--- config.mk ---
export PLATFORM = sky130hd
export DESIGN_NAME = ddo_ctrl
export DESIGN_NICKNAME = d
export VERILOG_FILES = /design/src/rtl/ddo_pkg.sv /design/src/rtl/ddo_ctrl.sv
export SDC_FILE = /design/constraint.sdc
export NUM_CORES = 1
export LEC_CHECK = 0
export BUFFER_PORTS_ARGS = -buffer_cell sky130_fd_sc_hd__buf_2
export CORE_AREA = 2 2 39 41
export DETAILED_ROUTE_END_ITERATION = 10
export DIE_AREA = 0 0 41 43
export GPL_ROUTABILITY_DRIVEN = 0
export PLACE_DENSITY = 0.69
export RECOVER_POWER = 25
export SYNTH_ARGS = -nofsm -noshare
export SYNTH_HDL_FRONTEND = slang
export SYNTH_SLANG_ARGS = --single-unit
--- constraint.sdc ---
create_clock -name i_clk -period 2.3 [get_ports i_clk]
set_clock_uncertainty 0.15 [all_clocks]
set_input_delay 0.23 -clock i_clk [delete_from_list [all_inputs] [get_ports i_clk]]
set_output_delay 0.23 -clock i_clk [all_outputs]
set_load 0.01 [all_outputs]
--- src/rtl/ddo_pkg.sv ---
// shared types, constants and tables for the odometry and point transform block
package ddo_pkg;

    localparam int CordicStepsDefault = 16;
    localparam int MaxBeamsDefault    = 4096;

    localparam logic [15:0] WheelRadiusReset = 16'd2163;
    localparam logic [23:0] InverseAxleReset = 24'd409600;
    localparam logic [12:0] BeamCountReset   = 13'd360;

    localparam logic [31:0] InvTwoPiQ32  = 32'd683565276;
    localparam logic [31:0] CordicGain   = 32'd652032874;
    localparam logic [31:0] QuarterTurn  = 32'h4000_0000;

    typedef enum logic [1:0] {
        OP_INIT  = 2'd0,
        OP_STEP  = 2'd1,
        OP_POINT = 2'd2,
        OP_NONE  = 2'd3
    } t_opcode;

    typedef enum logic [1:0] {
        REG_WHEEL_RADIUS = 2'd0,
        REG_INVERSE_AXLE = 2'd1,
        REG_BEAM_COUNT   = 2'd2,
        REG_UNUSED       = 2'd3
    } t_reg_index;

    typedef struct packed {
        logic        kind;
        logic [31:0] pos_x;
        logic [31:0] pos_y;
        logic [31:0] heading;
        logic [19:0] local_x;
        logic [19:0] local_y;
        logic [15:0] beam_angle;
    } t_result;

    typedef struct packed {
        logic [1:0]  opcode;
        logic [31:0] left_wheel_angle;
        logic [31:0] right_wheel_angle;
        logic [19:0] point_x;
        logic [19:0] point_y;
        logic        point_valid;
        logic [11:0] beam_index;
    } t_item;

    // controller to datapath
    typedef struct packed {
        logic load;     // capture item, do init work
        logic prep;     // wheel deltas ready, form travel products
        logic heading;  // update heading, start cordic
        logic iter;     // one cordic step
        logic mul;      // form rotation products
        logic apply;    // update pose or world point
        logic div_step; // one quotient bit of the beam angle
    } t_cmd;

    typedef struct packed {
        logic [1:0] opcode;
        logic       cordic_done;
        logic       div_done;
    } t_status;

    function automatic logic [31:0] atan_turn(input logic [4:0] i);
        logic [31:0] v;
        unique case (i)
            5'd0:  v = 32'd536870912;
            5'd1:  v = 32'd316933406;
            5'd2:  v = 32'd167458907;
            5'd3:  v = 32'd85004756;
            5'd4:  v = 32'd42667331;
            5'd5:  v = 32'd21354465;
            5'd6:  v = 32'd10679838;
            5'd7:  v = 32'd5340245;
            5'd8:  v = 32'd2670163;
            5'd9:  v = 32'd1335087;
            5'd10: v = 32'd667544;
            5'd11: v = 32'd333772;
            5'd12: v = 32'd166886;
            5'd13: v = 32'd83443;
            5'd14: v = 32'd41722;
            5'd15: v = 32'd20861;
            5'd16: v = 32'd10430;
            5'd17: v = 32'd5215;
            5'd18: v = 32'd2608;
            5'd19: v = 32'd1304;
            5'd20: v = 32'd652;
            5'd21: v = 32'd326;
            5'd22: v = 32'd163;
            5'd23: v = 32'd81;
            5'd24: v = 32'd41;
            5'd25: v = 32'd20;
            5'd26: v = 32'd10;
            5'd27: v = 32'd5;
            5'd28: v = 32'd3;
            5'd29: v = 32'd1;
            5'd30: v = 32'd1;
            default: v = 32'd0;
        endcase
        return v;
    endfunction

endpackage

--- src/rtl/ddo_ctrl.sv ---
// sequencer that steps the datapath through one item
module ddo_ctrl import ddo_pkg::*; (
    input  logic    i_clk,
    input  logic    i_rst_n,
    input  logic    i_in_valid,
    output logic    o_in_ready,
    output logic    o_out_valid,
    input  logic    i_out_ready,
    input  t_status i_status,
    output t_cmd    o_cmd
);

    typedef enum logic [7:0] {
        S_IDLE  = 8'b0000_0001,
        S_PREP  = 8'b0000_0010,
        S_HEAD  = 8'b0000_0100,
        S_ITER  = 8'b0000_1000,
        S_MUL   = 8'b0001_0000,
        S_APPLY = 8'b0010_0000,
        S_DIV   = 8'b0100_0000,
        S_OUT   = 8'b1000_0000
    } t_state;

    t_state r_state, n_state;
    logic   r_out_valid, n_out_valid;
    logic   in_fire;

    // new word may enter while a result waits; the next result holds in apply until the waiting one is taken
    assign o_in_ready  = (r_state == S_IDLE);
    assign in_fire     = i_in_valid && o_in_ready;
    assign o_out_valid = r_out_valid;

    always_comb begin
        n_state     = r_state;
        n_out_valid = r_out_valid;
        o_cmd       = '0;
        if (r_out_valid && i_out_ready) begin
            n_out_valid = 1'b0;
        end
        unique case (r_state)
            S_IDLE: begin
                if (in_fire) begin
                    o_cmd.load = 1'b1;
                    n_state = S_PREP;
                end
            end
            S_PREP: begin
                priority if (i_status.opcode == OP_STEP) begin
                    o_cmd.prep = 1'b1;
                    n_state = S_HEAD;
                end else if (i_status.opcode == OP_POINT) begin
                    n_state = S_HEAD;
                end else begin
                    n_state = S_IDLE;
                end
            end
            S_HEAD: begin
                o_cmd.heading = 1'b1;
                n_state = S_ITER;
            end
            S_ITER: begin
                o_cmd.iter     = 1'b1;
                o_cmd.div_step = 1'b1;
                if (i_status.cordic_done) begin
                    n_state = S_MUL;
                end
            end
            S_MUL: begin
                o_cmd.mul      = 1'b1;
                o_cmd.div_step = 1'b1;
                n_state = S_DIV;
            end
            S_DIV: begin
                o_cmd.div_step = 1'b1;
                if (i_status.div_done) begin
                    n_state = S_APPLY;
                end
            end
            S_APPLY: begin
                if (!r_out_valid || i_out_ready) begin
                    o_cmd.apply = 1'b1;
                    n_state = S_OUT;
                end
            end
            S_OUT: begin
                n_out_valid = 1'b1;
                n_state = S_IDLE;
            end
            default: n_state = S_IDLE;
        endcase
    end

    always_ff @(posedge i_clk) begin
        if (!i_rst_n) begin
            r_state     <= S_IDLE;
            r_out_valid <= 1'b0;
        end else begin
            r_state     <= n_state;
            r_out_valid <= n_out_valid;
        end
    end

endmodule

==> impl_metrics.yaml <==
outcome:
  outcome: "complete, but fails checks"
  violations: "setup timing"
yosys:
  syn_area_um2: 577
  synth_simple_gate_area_frac: 0.464
  synth_compound_area_frac: 0.128
  synth_xor_area_frac: 0.0152
  ys.flop_type: "dfxtp_1"
  synthArstFlopShare: 0
  postSynthAreaPerCell_um2: 9.01
  synth-edff-count: 0
  synth.ff_latch_count: 9
  synth_warnings: 0
  ys_top_cells_by_area: "dfxtp_1, nand2b_1, nor4_2"
  syn_nets: 73
  synth_cells: 64
  ys_seq_area_frac: 0.312
  synthAdderAreaFrac: 0.0217
  synth_top_family_by_area: "simple AND/OR/NAND/NOR gates"
  synth_mux_area_frac: 0
  synthDistinctLibCells: 35
  synth_top_cell_by_area: "dfxtp_1"
  synth_top_area_frac: 0.312
sta:
  relSlewSlack: 0.764
  fin_tns_setup_ns: -0.00639
  fin_crit_sh: 1.00
  period_minus_slack_ns: 2.31
  slew_viol_final: 0
  worstMarginPinSlew_ns: 0.352
  hold_violations: 0
  clock.fmax_ghz: 0.434
  finalWorstSetupSlack_ns: -0.00639
  setup_viol: 1
  grt_setup_unrepaired: "true"
routing:
  drtAntennaViolNets: 0
  met2_length_um: 806
  drc: 0
  routed_wirelength_mm: 1.56
  dr.first_iter.drc_count: 20
  met1_length_um: 580
  route.top_layer_used: "met4"
  via_per_inst: 5.75
  wire_per_inst_um: 14.8
  wl_met3_um: 120
  vias: 604
  drt-pass1-iter-count: 4
clocking:
  ctsHoldBuffers: 0
  clk_latency_ns: 0.26
  htree_levels: 1
  clk_pin_slew_ns: 0.06
  cts_buffer_depth: 2
  cts_buffers: 3
  cts_tree: "built"
  cts.sinks: 9
  root_buffer: "clkbuf_4"
place:
  post-place-ws_ns: 0.279
  io_buffers: 16
  hpwl_mm: 1.04
worst_setup_path:
  worst_path_max_delay_cell: "or4_4"
  r2r_start: "r_state[7]$_SDFFE_PN0P_"
  slowest_delay_ns: 0.56
  reg2reg_depth: 5
  cp_num_cells: 4
  cp.arrival_ns: 1.93
  worstSetupStartpointType: "flop"
  cp-end-kind: "output pin"
  cp.buffers_inverters: 1
  cp_top_family: "simple AND/OR/NAND/NOR gates"
  path_cells: "or4_4 > or3_4 > nor3b_4 > buf_2"
  rrSetupSlack_ns: 0.21
  crit_path_max_fanout: 4
  r2r_end: "r_state[3]$_SDFFE_PN0P_"
  crit_type: "flop to output pin"
  cp.required_ns: 1.92
layout:
  nets: 99
  n_fill_cell: 131
  utilization: 0.552
  n_antenna_cell: 0
  layout-drive-gt1-share: 0.427
  area_delta_synth_final_pct: 32.3
floorplan:
  start_util: 0.417
  core-area_um2: 1380
  die_h_um: 43
  die_area_um2: 1760
  rows: 14
  fp.dieW_um: 41
  io_pins: 17
run:
  maxCapViolations: 0
global_route:
  grtUsageTotal: 0.199
  antenna_found_initial: 0
  grt_max_degree: 10
  first_global_vias: 530
  grt_overflow: 0
  grt_pass1_wl_mm: 2.34
worst_hold_path:
  hold_depth: 2
  hold_start: "i_rst_n"
  hold_class: "primary input to flop"
  hold_path_end: "r_state[0]$_SDFFE_PN1P_"
pwr:
  peakVddDrop_mv: 0.319
  power.total_uw: 359
  leakagePower_nw: 0.335
  powerDensity_nw_per_um2: 470
==> repair_timing <==
action / 4_1_cts / 5_1_grt
gates resized for setup: 2 / 6
cloned: 0 / 0
endpoints found under the setup margin: 2 / 4
buffers inserted: 0 / 6
pin swaps: 0 / 4
==> final cells by class <==
class                   instances  area, µm²  area share
clock buffers                   4       26.3      0.0344
flip-flops and latches          9        189       0.248
well taps                      16       20.0      0.0262
inverters                       4       15.0      0.0197
multi-input cells              49        382       0.500
repair buffers                 23        131       0.172
==> worst register-to-register path: stages, from the launching register on <==
cell and delay [ns]:
dfxtp_4 0.35, or4_4 0.56, or3_4 0.42, buf_4 0.15, nor4b_2 0.26, o21a_1 0.14
==> layout by cell type, fill, tap and decap left out, types with 2 or more instances in the layout <==
cell type and instances:
and3_1 2, clkbuf_1 2, nor2_1 2, a21oi_1 2
o21ai_0 2, nor2b_1 2, nor4_1 2, nand2_1 4
dfxtp_4 2, nor3_1 3, clkbuf_4 3, buf_4 7
inv_1 4, nand2b_1 5, or4_4 2, dfxtp_1 6
buf_2 15
==> power by group <==
group          total (mW)  switching (mW)  internal [mW]
clock network       0.124          0.0572         0.0670
registers           0.166         0.00763          0.158
logic              0.0690          0.0344         0.0346
==> flip-flops by register name, indices dropped and copies added, names as in the netlist <==
| name | cells |
|---|---|
| r_state | 8 |
| o_out_valid | 1 |
==> routing by layer <==
layer	up-vias	GRT usage
met1	278	0.242
li1	289	-
met3	6	0.105
met5	-	0
met4	0	0.0667
met2	31	0.291
==> through the flow <==
stage | cell area [µm²] | hold slack [ns] | cells
floorplan | 577 | 0.158 | 64
finish | 763 | 0.0687 | 105
global route | 763 | 0.0576 | 105
global placement | 666 | 0.340 | 95
detailed placement | 666 | 0.349 | 95
CTS | 694 | 0.0650 | 99
==> worst max-delay path by stage <==
| stage | start | to | slack, ns |
|---|---|---|---|
| 4_1_cts | r_state[2]$_SDFFE_PN0P_ | o_cmd[2] | 0.006 |
| 3_5_place_dp | r_state[2]$_SDFFE_PN0P_ | o_cmd[2] | 0.28 |
| 2_1_floorplan | r_state[2]$_SDFFE_PN0P_ | o_cmd[2] | 0.33 |
| 5_1_grt | r_state[7]$_SDFFE_PN0P_ | o_cmd[3] | -0.06 |
| 6_report | r_state[7]$_SDFFE_PN0P_ | o_cmd[3] | -0.006 |
| 3_3_place_gp | r_state[2]$_SDFFE_PN0P_ | o_cmd[2] | 0.32 |
==> Yosys cell counts, types with 4 or more instances <==
master and instances:
nor3_1 4, nand2_1 4, inv_1 4, nand2b_1 5, dfxtp_1 9
==> kinds of logic after synthesis <==
kind of cell	after synthesis
simple gates	36
compound gates	11
flops	9
buf+inv	6
xor+xnor	1
fa+ha+maj	1
(Power assumes the default switching activity.)
